==> src/design/fnn_pkg.sv <==
// shared types, codes and constants for the fasta nucleotide normalizer
package fnn_pkg;

	localparam int SEED_MAX    = 32;
	localparam int SEED_BITS   = 2 * SEED_MAX;
	localparam int SEED_POS_W  = $clog2(SEED_MAX);
	localparam int SEED_LEN_W  = 6;
	localparam int OFFSET_BITS = 32;
	localparam int QUEUE_DEPTH = 4;
	localparam int PADDR_W     = 4;
	localparam int PDATA_W     = 64;

	// register select is byte address bit 3 (registers are 8 bytes apart)
	localparam logic REG_SEED_SYMBOLS = 1'b0;
	localparam logic REG_SEED_LENGTH  = 1'b1;

	localparam logic CMD_BYTE = 1'b0;
	localparam logic CMD_EOF  = 1'b1;

	localparam logic [1:0] KIND_SYMBOL = 2'd0;
	localparam logic [1:0] KIND_START  = 2'd1;
	localparam logic [1:0] KIND_END    = 2'd2;

	localparam logic [7:0] CHAR_LF     = 8'h0A;
	localparam logic [7:0] CHAR_GT     = 8'h3E;
	localparam logic [7:0] CHAR_DOLLAR = 8'h24;
	localparam logic [7:0] CHAR_A      = 8'h41;
	localparam logic [7:0] CHAR_C      = 8'h43;
	localparam logic [7:0] CHAR_G      = 8'h47;
	localparam logic [7:0] CHAR_T      = 8'h54;
	localparam logic [7:0] CHAR_LOW_A  = 8'h61;
	localparam logic [7:0] CHAR_LOW_Z  = 8'h7A;
	localparam logic [7:0] CASE_DIFF   = 8'h20;

	typedef struct packed {
		logic       command;
		logic [7:0] in_byte;
	} fnn_in_t;

	typedef struct packed {
		logic [1:0]  kind;
		logic [7:0]  symbol;
		logic [31:0] offset;
		logic        last;
	} fnn_out_t;

	typedef enum logic [1:0] {
		OP_SYM,
		OP_START,
		OP_EOF
	} fnn_op_t;

	// one queued job: a symbol, a start offset, or the end-of-file triple
	typedef struct packed {
		fnn_op_t                op;
		logic [7:0]             symbol;
		logic [OFFSET_BITS-1:0] off_a;
		logic [OFFSET_BITS-1:0] off_b;
	} fnn_entry_t;

	typedef struct packed {
		logic full;
		logic empty;
	} fnn_qstat_t;

endpackage

==> src/design/fnn_front.sv <==
// front end: accepts file bytes, tracks line state and seed, queues jobs
module fnn_front import fnn_pkg::*; (
	input  logic                  clk,
	input  logic                  arst_n,
	input  logic                  byte_valid,
	output logic                  byte_stall,
	input  fnn_in_t               byte_data,
	input  logic [SEED_BITS-1:0]  seed_symbols,
	input  logic [SEED_LEN_W-1:0] seed_length,
	input  fnn_qstat_t            qstat,
	output logic                  push,
	output fnn_entry_t            push_entry
);

	localparam logic [OFFSET_BITS-1:0] OFFSET_MAX = '1;

	logic                   at_line_start_q, at_line_start_d;
	logic                   in_header_q, in_header_d;
	logic [SEED_POS_W-1:0]  seed_pos_q, seed_pos_d;
	logic [OFFSET_BITS-1:0] text_count_q, text_count_d;
	logic [OFFSET_BITS-1:0] seq_start_q, seq_start_d;

	logic                  accept;
	logic [7:0]            raw;
	logic [7:0]            upper;
	logic                  is_base;
	logic [SEED_LEN_W-1:0] len_eff;
	logic [SEED_POS_W-1:0] pos_use;
	logic [SEED_LEN_W-1:0] pos_inc;
	logic [1:0]            seed_code;
	logic [7:0]            seed_char;
	logic [7:0]            norm_char;

	assign byte_stall = qstat.full;
	assign accept     = byte_valid && !qstat.full;
	assign raw        = byte_data.in_byte;

	always_comb begin
		upper = raw;
		if (raw >= CHAR_LOW_A && raw <= CHAR_LOW_Z) begin
			upper = raw - CASE_DIFF;
		end
		is_base = (upper == CHAR_A) || (upper == CHAR_C) || (upper == CHAR_G) ||
			(upper == CHAR_T);

		len_eff = seed_length;
		if (seed_length == '0) begin
			len_eff = SEED_LEN_W'(1);
		end else if (seed_length > SEED_LEN_W'(SEED_MAX)) begin
			len_eff = SEED_LEN_W'(SEED_MAX);
		end

		// position left over from a longer seed restarts at zero
		pos_use = (SEED_LEN_W'(seed_pos_q) >= len_eff) ? '0 : seed_pos_q;
		seed_code = seed_symbols[{pos_use, 1'b0} +: 2];
		pos_inc = SEED_LEN_W'(pos_use) + SEED_LEN_W'(1);

		case (seed_code)
			2'd0:    seed_char = CHAR_A;
			2'd1:    seed_char = CHAR_C;
			2'd2:    seed_char = CHAR_G;
			default: seed_char = CHAR_T;
		endcase
		norm_char = is_base ? upper : seed_char;
	end

	always_comb begin
		at_line_start_d = at_line_start_q;
		in_header_d     = in_header_q;
		seed_pos_d      = seed_pos_q;
		text_count_d    = text_count_q;
		seq_start_d     = seq_start_q;
		push            = 1'b0;
		push_entry.op     = OP_SYM;
		push_entry.symbol = norm_char;
		push_entry.off_a  = seq_start_q;
		push_entry.off_b  = text_count_q;

		if (accept) begin
			if (byte_data.command == CMD_EOF) begin
				push            = 1'b1;
				push_entry.op   = OP_EOF;
				at_line_start_d = 1'b1;
				in_header_d     = 1'b0;
				seed_pos_d      = '0;
				text_count_d    = '0;
				seq_start_d     = '0;
			end else if (in_header_q) begin
				if (raw == CHAR_LF) begin
					in_header_d     = 1'b0;
					at_line_start_d = 1'b1;
				end
			end else if (raw == CHAR_LF) begin
				at_line_start_d = 1'b1;
			end else if (at_line_start_q && raw == CHAR_GT) begin
				in_header_d     = 1'b1;
				at_line_start_d = 1'b0;
				// previous sequence is only reported when it holds text
				if (text_count_q != seq_start_q) begin
					push          = 1'b1;
					push_entry.op = OP_START;
					seq_start_d   = text_count_q;
				end
			end else begin
				at_line_start_d = 1'b0;
				push            = 1'b1;
				push_entry.op   = OP_SYM;
				if (is_base) begin
					seed_pos_d = '0;
				end else begin
					seed_pos_d = (pos_inc >= len_eff) ? '0 : pos_inc[SEED_POS_W-1:0];
				end
				if (text_count_q != OFFSET_MAX) begin
					text_count_d = text_count_q + OFFSET_BITS'(1);
				end
			end
		end
	end

	always_ff @(posedge clk or negedge arst_n) begin
		if (!arst_n) begin
			at_line_start_q <= 1'b1;
			in_header_q     <= 1'b0;
			seed_pos_q      <= '0;
			text_count_q    <= '0;
			seq_start_q     <= '0;
		end else begin
			at_line_start_q <= at_line_start_d;
			in_header_q     <= in_header_d;
			seed_pos_q      <= seed_pos_d;
			text_count_q    <= text_count_d;
			seq_start_q     <= seq_start_d;
		end
	end

endmodule

==> src/design/fnn_queue.sv <==
// small job queue between front and back ends
module fnn_queue import fnn_pkg::*; (
	input  logic       clk,
	input  logic       arst_n,
	input  logic       push,
	input  fnn_entry_t push_entry,
	input  logic       pop,
	output fnn_entry_t head,
	output fnn_qstat_t qstat
);

	localparam int PTR_W = $clog2(QUEUE_DEPTH);
	localparam int CNT_W = $clog2(QUEUE_DEPTH + 1);

	fnn_entry_t       slots_q [QUEUE_DEPTH];
	logic [PTR_W-1:0] wr_ptr_q;
	logic [PTR_W-1:0] rd_ptr_q;
	logic [CNT_W-1:0] count_q;

	assign head        = slots_q[rd_ptr_q];
	assign qstat.full  = (count_q == CNT_W'(QUEUE_DEPTH));
	assign qstat.empty = (count_q == '0);

	always_ff @(posedge clk) begin
		if (push) begin
			slots_q[wr_ptr_q] <= push_entry;
		end
	end

	always_ff @(posedge clk or negedge arst_n) begin
		if (!arst_n) begin
			wr_ptr_q <= '0;
			rd_ptr_q <= '0;
			count_q  <= '0;
		end else begin
			if (push) begin
				wr_ptr_q <= (wr_ptr_q == PTR_W'(QUEUE_DEPTH - 1)) ? '0 : wr_ptr_q + PTR_W'(1);
			end
			if (pop) begin
				rd_ptr_q <= (rd_ptr_q == PTR_W'(QUEUE_DEPTH - 1)) ? '0 : rd_ptr_q + PTR_W'(1);
			end
			case ({push, pop})
				2'b10:   count_q <= count_q + CNT_W'(1);
				2'b01:   count_q <= count_q - CNT_W'(1);
				default: count_q <= count_q;
			endcase
		end
	end

endmodule

==> src/design/fnn_back.sv <==
// back end: expands queued jobs into result transfers through an output register
module fnn_back import fnn_pkg::*; (
	input  logic       clk,
	input  logic       arst_n,
	input  fnn_entry_t head,
	input  fnn_qstat_t qstat,
	output logic       pop,
	output logic       res_valid,
	input  logic       res_stall,
	output fnn_out_t   res_data
);

	logic       res_valid_q;
	fnn_out_t   res_data_q;
	logic [1:0] step_q;
	logic       load;
	logic       emit;
	logic       done;
	fnn_out_t   next_res;

	assign load      = !res_valid_q || !res_stall;
	assign emit      = load && !qstat.empty;
	assign pop       = emit && done;
	assign res_valid = res_valid_q;
	assign res_data  = res_data_q;

	always_comb begin
		next_res.kind   = KIND_SYMBOL;
		next_res.symbol = '0;
		next_res.offset = '0;
		next_res.last   = 1'b1;
		done            = 1'b1;
		case (head.op)
			OP_SYM: begin
				next_res.symbol = head.symbol;
			end
			OP_START: begin
				next_res.kind   = KIND_START;
				next_res.offset = head.off_a[31:0];
			end
			OP_EOF: begin
				// start offset, end offset, then the terminator
				case (step_q)
					2'd0: begin
						next_res.kind   = KIND_START;
						next_res.offset = head.off_a[31:0];
						next_res.last   = 1'b0;
						done            = 1'b0;
					end
					2'd1: begin
						next_res.kind   = KIND_END;
						next_res.offset = head.off_b[31:0];
						next_res.last   = 1'b0;
						done            = 1'b0;
					end
					default: begin
						next_res.symbol = CHAR_DOLLAR;
					end
				endcase
			end
			default: begin
				next_res.symbol = head.symbol;
			end
		endcase
	end

	always_ff @(posedge clk) begin
		if (emit) begin
			res_data_q <= next_res;
		end
	end

	always_ff @(posedge clk or negedge arst_n) begin
		if (!arst_n) begin
			res_valid_q <= 1'b0;
			step_q      <= '0;
		end else begin
			if (load) begin
				res_valid_q <= !qstat.empty;
			end
			if (emit) begin
				step_q <= done ? 2'd0 : step_q + 2'd1;
			end
		end
	end

endmodule

==> src/design/fasta_nucleotide_normalizer_unit.sv <==
// top level of the fasta nucleotide normalizer: register port, front, queue, back
//
//  channel  | handshake               | payload
//  ---------+-------------------------+------------------------------
//  byte     | byte_valid / byte_stall | byte_data  (command, in_byte)
//  res      | res_valid / res_stall   | res_data   (kind, symbol, offset, last)
//  register | psel penable pwrite     | paddr, pwdata, prdata
//
// one byte is taken per cycle while byte_stall is low; a byte makes at most one job, end of
// file makes one job that leaves as three result transfers in the back end.
// the four-entry job queue absorbs result stalls; byte_stall rises only when it is full.
// a job is registered in the queue, then its first result in the output register.
// reset clears parse state, queue and output valid; seed register to 0, length to 1.
module fasta_nucleotide_normalizer_unit import fnn_pkg::*; (
	input  logic               clk,
	input  logic               arst_n,
	input  logic               byte_valid,
	output logic               byte_stall,
	input  fnn_in_t            byte_data,
	output logic               res_valid,
	input  logic               res_stall,
	output fnn_out_t           res_data,
	input  logic               psel,
	input  logic               penable,
	input  logic               pwrite,
	input  logic [PADDR_W-1:0] paddr,
	input  logic [PDATA_W-1:0] pwdata,
	output logic [PDATA_W-1:0] prdata,
	output logic               pready
);

	logic [SEED_BITS-1:0]  seed_symbols_q;
	logic [SEED_LEN_W-1:0] seed_length_q;
	logic                  reg_write;

	logic       push;
	logic       pop;
	fnn_entry_t push_entry;
	fnn_entry_t head;
	fnn_qstat_t qstat;

	assign pready    = 1'b1;
	assign reg_write = psel && penable && pwrite && pready;

	always_comb begin
		case (paddr[3])
			REG_SEED_SYMBOLS: prdata = seed_symbols_q;
			default:          prdata = PDATA_W'(seed_length_q);
		endcase
	end

	always_ff @(posedge clk or negedge arst_n) begin
		if (!arst_n) begin
			seed_symbols_q <= '0;
			seed_length_q  <= SEED_LEN_W'(1);
		end else if (reg_write) begin
			case (paddr[3])
				REG_SEED_SYMBOLS: seed_symbols_q <= pwdata[SEED_BITS-1:0];
				default:          seed_length_q  <= pwdata[SEED_LEN_W-1:0];
			endcase
		end
	end

	fnn_front u_front (
		.clk          (clk),
		.arst_n       (arst_n),
		.byte_valid   (byte_valid),
		.byte_stall   (byte_stall),
		.byte_data    (byte_data),
		.seed_symbols (seed_symbols_q),
		.seed_length  (seed_length_q),
		.qstat        (qstat),
		.push         (push),
		.push_entry   (push_entry)
	);

	fnn_queue u_queue (
		.clk        (clk),
		.arst_n     (arst_n),
		.push       (push),
		.push_entry (push_entry),
		.pop        (pop),
		.head       (head),
		.qstat      (qstat)
	);

	fnn_back u_back (
		.clk       (clk),
		.arst_n    (arst_n),
		.head      (head),
		.qstat     (qstat),
		.pop       (pop),
		.res_valid (res_valid),
		.res_stall (res_stall),
		.res_data  (res_data)
	);

	// no job is written into a full queue
	assert property (@(posedge clk) disable iff (!arst_n) push |-> !qstat.full)
		else $error("job written into full queue");

	// no job is taken from an empty queue
	assert property (@(posedge clk) disable iff (!arst_n) pop |-> !qstat.empty)
		else $error("job taken from empty queue");

	// the end offset transfer is always followed at once by the terminator
	assert property (@(posedge clk) disable iff (!arst_n)
		(res_valid && !res_stall && res_data.kind == KIND_END) |=>
		(res_valid && res_data.kind == KIND_SYMBOL && res_data.symbol == CHAR_DOLLAR &&
		res_data.last))
		else $error("end offset not followed by terminator");

endmodule

==> config.mk <==
export PLATFORM = sky130hd
export DESIGN_NAME = fasta_nucleotide_normalizer_unit
export DESIGN_NICKNAME = d
export VERILOG_FILES = /design/src/design/fnn_pkg.sv /design/src/design/fnn_front.sv /design/src/design/fnn_queue.sv /design/src/design/fnn_back.sv /design/src/design/fasta_nucleotide_normalizer_unit.sv
export SDC_FILE = /design/constraint.sdc
export NUM_CORES = 1
export LEC_CHECK = 0
export BUFFER_PORTS_ARGS = -buffer_cell sky130_fd_sc_hd__buf_2
export CORE_AREA = 3 3 270 272
export CTS_CLUSTER_SIZE = 16
export DETAILED_ROUTE_END_ITERATION = 10
export DIE_AREA = 0 0 273 275
export HOLD_SLACK_MARGIN = 0.02
export SLEW_MARGIN = 10
export SYNTH_ARGS = -nofsm -noshare
export SYNTH_HDL_FRONTEND = slang
export SYNTH_SLANG_ARGS = --single-unit
==> constraint.sdc <==
create_clock -name clk -period 12.2 [get_ports clk]
set_input_delay 0.61 -clock clk [delete_from_list [all_inputs] [get_ports clk]]
set_output_delay 0.61 -clock clk [all_outputs]
set_load 0.03 [all_outputs]
Yosys cells after proc, flatten, opt, wreduce, memory -nomap -nowiden
Memories as Yosys holds them, arrays and structs flattened.
Index checks and enable logic that the tools add are counted.
- flip-flop bits (word level): 194
- memory bits (writable): 296
- output and inout port bits: 110
- memories: 1
- add/sub/neg operators: 8
- magnitude comparators: 5
- eq/ne operators: 22
- shifts and indexed selects: 1
- mux-type cells: 58
- bitwise logic cells: 1
- reduce and logical (&&, ||, !) cells: 30
- memories (memory ; words ; bits a word ; rd ports ; clocked after Yosys merged registers in ; write ports ; RTL line ; text):
    u_queue.slots_q ; 4 ; 74 ; 1 ; 0 ; 1 ; fnn_queue.sv:15 ; fnn_entry_t slots_q [QUEUE_DEPTH];
- operator list (cell ; number):
    $mux W32 ; 10
    $pmux W33 S2 ; 1
    $mux W64 ; 1
    $pmux W32 S2 ; 1
    $shiftx A64 B7 Y2 ; 1
    $mux W5 ; 7
    $add A32 B1 Y32 const B ; 1
    $eq A8 B7 Y1 const B ; 4
    $ne A32 B32 Y1 ; 1
    $ne A32 B32 Y1 const B ; 1
    $mux W1 ; 21
    $mux W6 ; 3
    $mux W8 ; 2
    $pmux W8 S2 ; 1
    $pmux W5 S3 ; 1
    $mux W2 ; 7
    $eq A2 B2 Y1 const B ; 5
    $reduce_and A5 Y1 ; 2
    $eq A2 B1 Y1 const B ; 4
    $eq A8 B4 Y1 const B ; 1
    $eq A8 B6 Y1 const B ; 1
    $ge A8 B7 Y1 const B ; 1
    $le A8 B7 Y1 const B ; 1
    $pmux W2 S2 ; 2
    other kinds (23) ; 45

Logic depth before layout (Yosys ltp)
- depth after elaboration: 13
- gate-level depth with buffers: 17
- depth with buffers taken out: 17

Cells and area by module
From an unflattened synthesis, not the netlist that was laid out.
- cells, all modules: 1324
- area total of the unflattened synthesis: 21460.6 um2
- by module, submodules not included (module ; times used ; cells each ; area each (um2) ; seq. area each (um2)):
    fnn_queue ; 1 ; 426 ; 11135.7 ; 9063.7
    fnn_front ; 1 ; 557 ; 5088.6 ; 1778.0
    fasta_nucleotide_normalizer_unit ; 1 ; 222 ; 3333.2 ; 1752.9
    fnn_back ; 1 ; 119 ; 1903.1 ; 1366.3

Least setup slack after synthesis
No wires, ideal clock.
- path type: input-to-reg
- from: input byte_data[0] (netlist bit)
- to: memory u_queue.slots_q[0][0] (netlist bit) (enable)
- setup time: 0.516 ns
- arrival time: 4.836 ns
- data required time: 11.684 ns
- setup slack: 6.848 ns
- stages on the path: 8
- path buffers: 1
- cell sequence: buf_6 -> or2_4 -> or3_1 -> nor2_1 -> o21ba_2 -> nor3_2 -> a21oi_2 -> nor2b_1
- longest elaborated chain between the ends: 9
- RTL lines (item ; RTL line ; text):
    from (decl) ; fasta_nucleotide_normalizer_unit.sv:19 ; input fnn_in_t byte_data,
    $eq A8 B6 Y1 ; fnn_front.sv:95 ; end else if (at_line_start_q && raw == CHAR_GT) begin
    $logic_and A1 B1 Y1 ; fnn_front.sv:95 ;
    $mux W1 ; fnn_front.sv:95 ;
    $mux W1 * ; fnn_front.sv:93 ; end else if (raw == CHAR_LF) begin
    $mux W1 * ; fnn_front.sv:88 ; end else if (in_header_q) begin
    $mux W1 * ; fnn_front.sv:80 ; if (byte_data.command == CMD_EOF) begin
    $mux W1 * ; fnn_front.sv:79 ; if (accept) begin
    $mux W1 * ; fnn_queue.sv:25 ; if (push) begin
    $mux W1 (not written as such) * ; fnn_queue.sv:26 ; slots_q[wr_ptr_q] <= push_entry;
    to (decl) ; fnn_queue.sv:15 ;
Every way passes the cells marked *; elsewhere a longest branch is shown, timed or not.

Final worst setup path
- from: register u_front.seed_pos_q[0]
- to: register u_front.seed_pos_q[3]
- longest elaborated chain between the ends: 10
- RTL lines (item ; RTL line ; text):
    from (decl) ; fnn_front.sv:19 ; logic [SEED_POS_W-1:0] seed_pos_q, seed_pos_d;
    from (signal assigned) ; fnn_front.sv:130 ; seed_pos_q <= seed_pos_d;
    $ge A5 B6 Y1 ; fnn_front.sv:54 ; pos_use = (SEED_LEN_W'(seed_pos_q) >= len_eff) ? '0 : seed_pos_q;
    $mux W5 * ; fnn_front.sv:54 ;
    $add A5 B1 Y6 * ; fnn_front.sv:56 ; pos_inc = SEED_LEN_W'(pos_use) + SEED_LEN_W'(1);
    $ge A6 B6 Y1 ; fnn_front.sv:111 ; seed_pos_d = (pos_inc >= len_eff) ? '0 : pos_inc[SEED_POS_W-1:0];
    $mux W5 * ; fnn_front.sv:111 ;
    $mux W5 * ; fnn_front.sv:108 ; if (is_base) begin
    $mux W5 * ; fnn_front.sv:95 ;
    $mux W5 * ; fnn_front.sv:93 ;
    $mux W5 * ; fnn_front.sv:88 ;
    $mux W5 * ; fnn_front.sv:80 ;
Every way passes the cells marked *; elsewhere a longest branch is shown, timed or not. The select of a mux whose other input is x is not followed.
A chain may end at the register's enable or synchronous reset.

==> metrics.yaml <==
run_status:
  status: "finished, final reports clean"
worst_hold_path:
  hp-start: "pwdata[49]"
  holdPathEnd: "seed_symbols_q[49]"
  holdPathStages: 2
  hold_path.class: "input pin to register"
synth:
  async_reset_ff_share_pct: 30.8
  synth_edf_count: 339
  yosys.area.top_type: "edfxtp_1"
  ys_seq_area_share_pct: 66.0
  synth.avg_cell_area_sq_um: 16.2
  yosysWarnings: 0
  synth_cell_type_count: 84
  synth_area_sq_um: 21100
  synth_area_leaders: "edfxtp_1 48%, dfrtp_1 18%, mux4_2 8.0%"
  ys_ff_latch: 490
  ys.flop_type: "edfxtp_1"
  netlist.area_leader.share_pct: 48.1
  netlist_instances: 1306
die:
  core_sq_um: 71000
  die-area_sq_um: 75100
  top_level_ports: 194
  initial_core_util_pct: 29.8
  die_h_microns: 275
  die_width_microns: 273
  row_count: 98
cells_and_area:
  filler_cell_count: 6768
  nets: 1618
  drive_gt1_share_pct: 31.4
  synthToLayoutAreaGrowth_pct: 17.1
  multi_input_area_sq_um: 6840
  register_area_sq_um: 14000
power_and_ir_drop:
  p_per_area_nw_per_um2: 233
  ir_drop_uv: 125
  leakage_nw: 9.60
  power_mw: 5.77
grt:
  grt_pass1_wl_microns: 75700
  antenna_found_initial: 12
  grt_util_all_layers_pct: 13.0
  grt_pass1_vias: 12500
  grt_max_degree: 67
  grt.overflow.total: 0
place:
  gp_congestion: 0.806
  dp_hpwl_microns: 30500
  port_buffers: 189
routing:
  drc: 0
  wirelength_microns: 48600
  wl_per_cell_microns: 19.4
  dr.pass1.iters: 5
  postRouteAntennaNets: 0
  drt_iter0_drc: 788
  vias: 11800
  post_drt_via_cell_ratio: 4.71
sta:
  layout_min_cycle_time_ps: 4660
  setup_viol: 0
  hold_slack_ps: 247
  timing.final.crit_share_pct: 38.2
  slew_headroom_pct: 26.0
  final_hold_viol_count: 0
  worst_pin_slew_ps: 1110
  worst_clock_skew_ps: 29.7
  setup_tns_ps: 0
  fmax_mhz: 215
  rsz0062_at_grt: "false"
  drv_slew: 0
critical_path:
  ff2ff_path_depth: 16
  worstPathCellList: "buf_4 -> inv_1 -> ha_1 -> nand2b_1 -> a21oi_1 -> o22a_1 -> nand2_1 -> inv_1 -> ha_1 -> ha_1 -> a21o_1 -> a21o_1 -> a21o_1 -> a21o_1 -> a221oi_4 -> a22o_1"
  max_stage_delay_ps: 580
  slowest_stage: "o22a_1"
  crit_top_cell: "a21o_1"
  arrival_ps: 5180
  reg2reg_from: "u_front.seed_pos_q[0]"
  rrSetupSlack_ps: 7540
  path_max_fanout: 30
  critPathRequiredTime_ps: 12720
  cp-end-kind: "register"
  worstSetupPathType: "register to register"
  reg2reg_to: "u_front.seed_pos_q[3]"
  start_kind: "register"
clock_tree:
  clock-sinks: 490
  cts_made_buffers: 50
  cts_resized: 0
  clockRootBuffer: "clkbuf_16"
  clock_latency_ps: 600
  h-tree-depth: 2
  ctsHoldBuffers: 1
  cts_tree: "done"
  cts_buffer_depth: 3
  path_clk_slew_ps: 60
  postCtsSetupBuffers: 0
flow_run:
  drv_cap: 0
[cell usage after synthesis, types with 13 or more instances]
library cell and count:
nand4_1 16, and2_1 17, edfxtp_1 339, a22o_1 68, nor2b_1 68, mux4_2 75
mux2i_1 21, nor4_1 14, dfrtp_1 149, clkbuf_1 41, a21oi_1 20, nor2_1 52
mux2_2 85, ha_1 28, inv_1 20, o21ai_0 13, nand2_1 45, xnor2_1 18
xor2_1 43, buf_2 16
[cell type report]
class                   instances  share of cell area (%)
clock inverters                22                   0.738
clock buffers                  71                    5.70
multi-input cells             736                    27.6
flip-flops and latches        490                    56.4
repair buffers                205                    4.34
inverters                      22                   0.333
diodes                          7                  0.0707
well taps                     950                    4.80
[through the flow]
stage / util [%] / instances / setup WS, ps / cell area (sq um)
6_report: 34.9 / 2503 / 7540 / 24800
5_1_grt: 34.9 / 2498 / 7250 / 24800
4_1_cts: 34.9 / 2496 / 7550 / 24700
3_5_place_dp: 32.6 / 2402 / 7590 / 23100
3_3_place_gp: 32.6 / 2402 / 7620 / 23100
2_1_floorplan: - / 1321 / 6850 / 21200
[placed cells by master, fill, tap and decap left out, types with 28 or more instances in the layout]
cell	count
nand2_1	45
a22o_1	68
mux4_2	75
nor2_1	51
dfrtp_1	147
clkbuf_16	51
edfxtp_1	339
ha_1	28
xor2_1	43
mux2_2	85
nor2b_1	64
buf_2	188
[worst max-delay path, delay by kind of cell, from the launching register on]
family          cells  cell delay [ps]
compound gates      8             2200
fa+ha+maj           3              850
buf+inv             3              710
simple gates        2              490
flops               1              320
[power breakdown]
part           switching (mW)  leakage, nW  internal (mW)  total, mW
sequential              0.201         5.15           2.33       2.54
combinational            1.06         3.67          0.699       1.76
clock                   0.644        0.784          0.834       1.48
total                    1.90         9.60           3.87       5.77
[logic make-up (layout without fill, tap and decap cells)]
group           count (synthesis)  after routing  synth area share, %
xor+xnor                       61             61                 2.53
fa+ha+maj                      29             29                 1.75
mux                           181            181                 13.5
buf+inv                        95            320                 2.11
simple gates                  284            284                 7.79
other cells                     2             24               0.0355
compound gates                164            164                 6.27
flops                         490            490                 66.0
[state kept, by name, summed over array words and instances, names as in the netlist]
signal and cells:
u_front.text_count_q 32, u_front.seed_pos_q 5, u_queue.slots_q 296, u_back.step_q 2
u_front.at_line_start_q 1, u_back.res_data 43, u_queue.wr_ptr_q 2, seed_symbols_q 64
u_front.seq_start_q 32, u_back.res_valid 1, u_queue.rd_ptr_q 2, seed_length_q 6
u_front.in_header_q 1, u_queue.count_q 3
[how the worst max path moves through the flow]
stage                          start               endpoint  cells after the start
2_1_floorplan           byte_data[0]  u_queue.slots_q[0][0]                      8
3_3_place_gp   u_front.seed_pos_q[0]  u_front.seed_pos_q[1]                     16
3_5_place_dp   u_front.seed_pos_q[0]  u_front.seed_pos_q[3]                     16
4_1_cts        u_front.seed_pos_q[0]  u_front.seed_pos_q[3]                     16
5_1_grt        u_front.seed_pos_q[0]  u_front.seed_pos_q[3]                     16
6_report       u_front.seed_pos_q[0]  u_front.seed_pos_q[3]                     16
[layer usage]
| layer | global-route usage (%) | routed length, microns | vias to the layer above |
|---|---|---|---|
| li1 | - | - | 5434 |
| met1 | 16.6 | 20400 | 5961 |
| met2 | 21.7 | 23700 | 316 |
| met3 | 3.72 | 3460 | 72 |
| met4 | 3.26 | 942 | 10 |
| met5 | 0 | 62 | - |
Note: power is estimated with default switching activity, not from simulation.
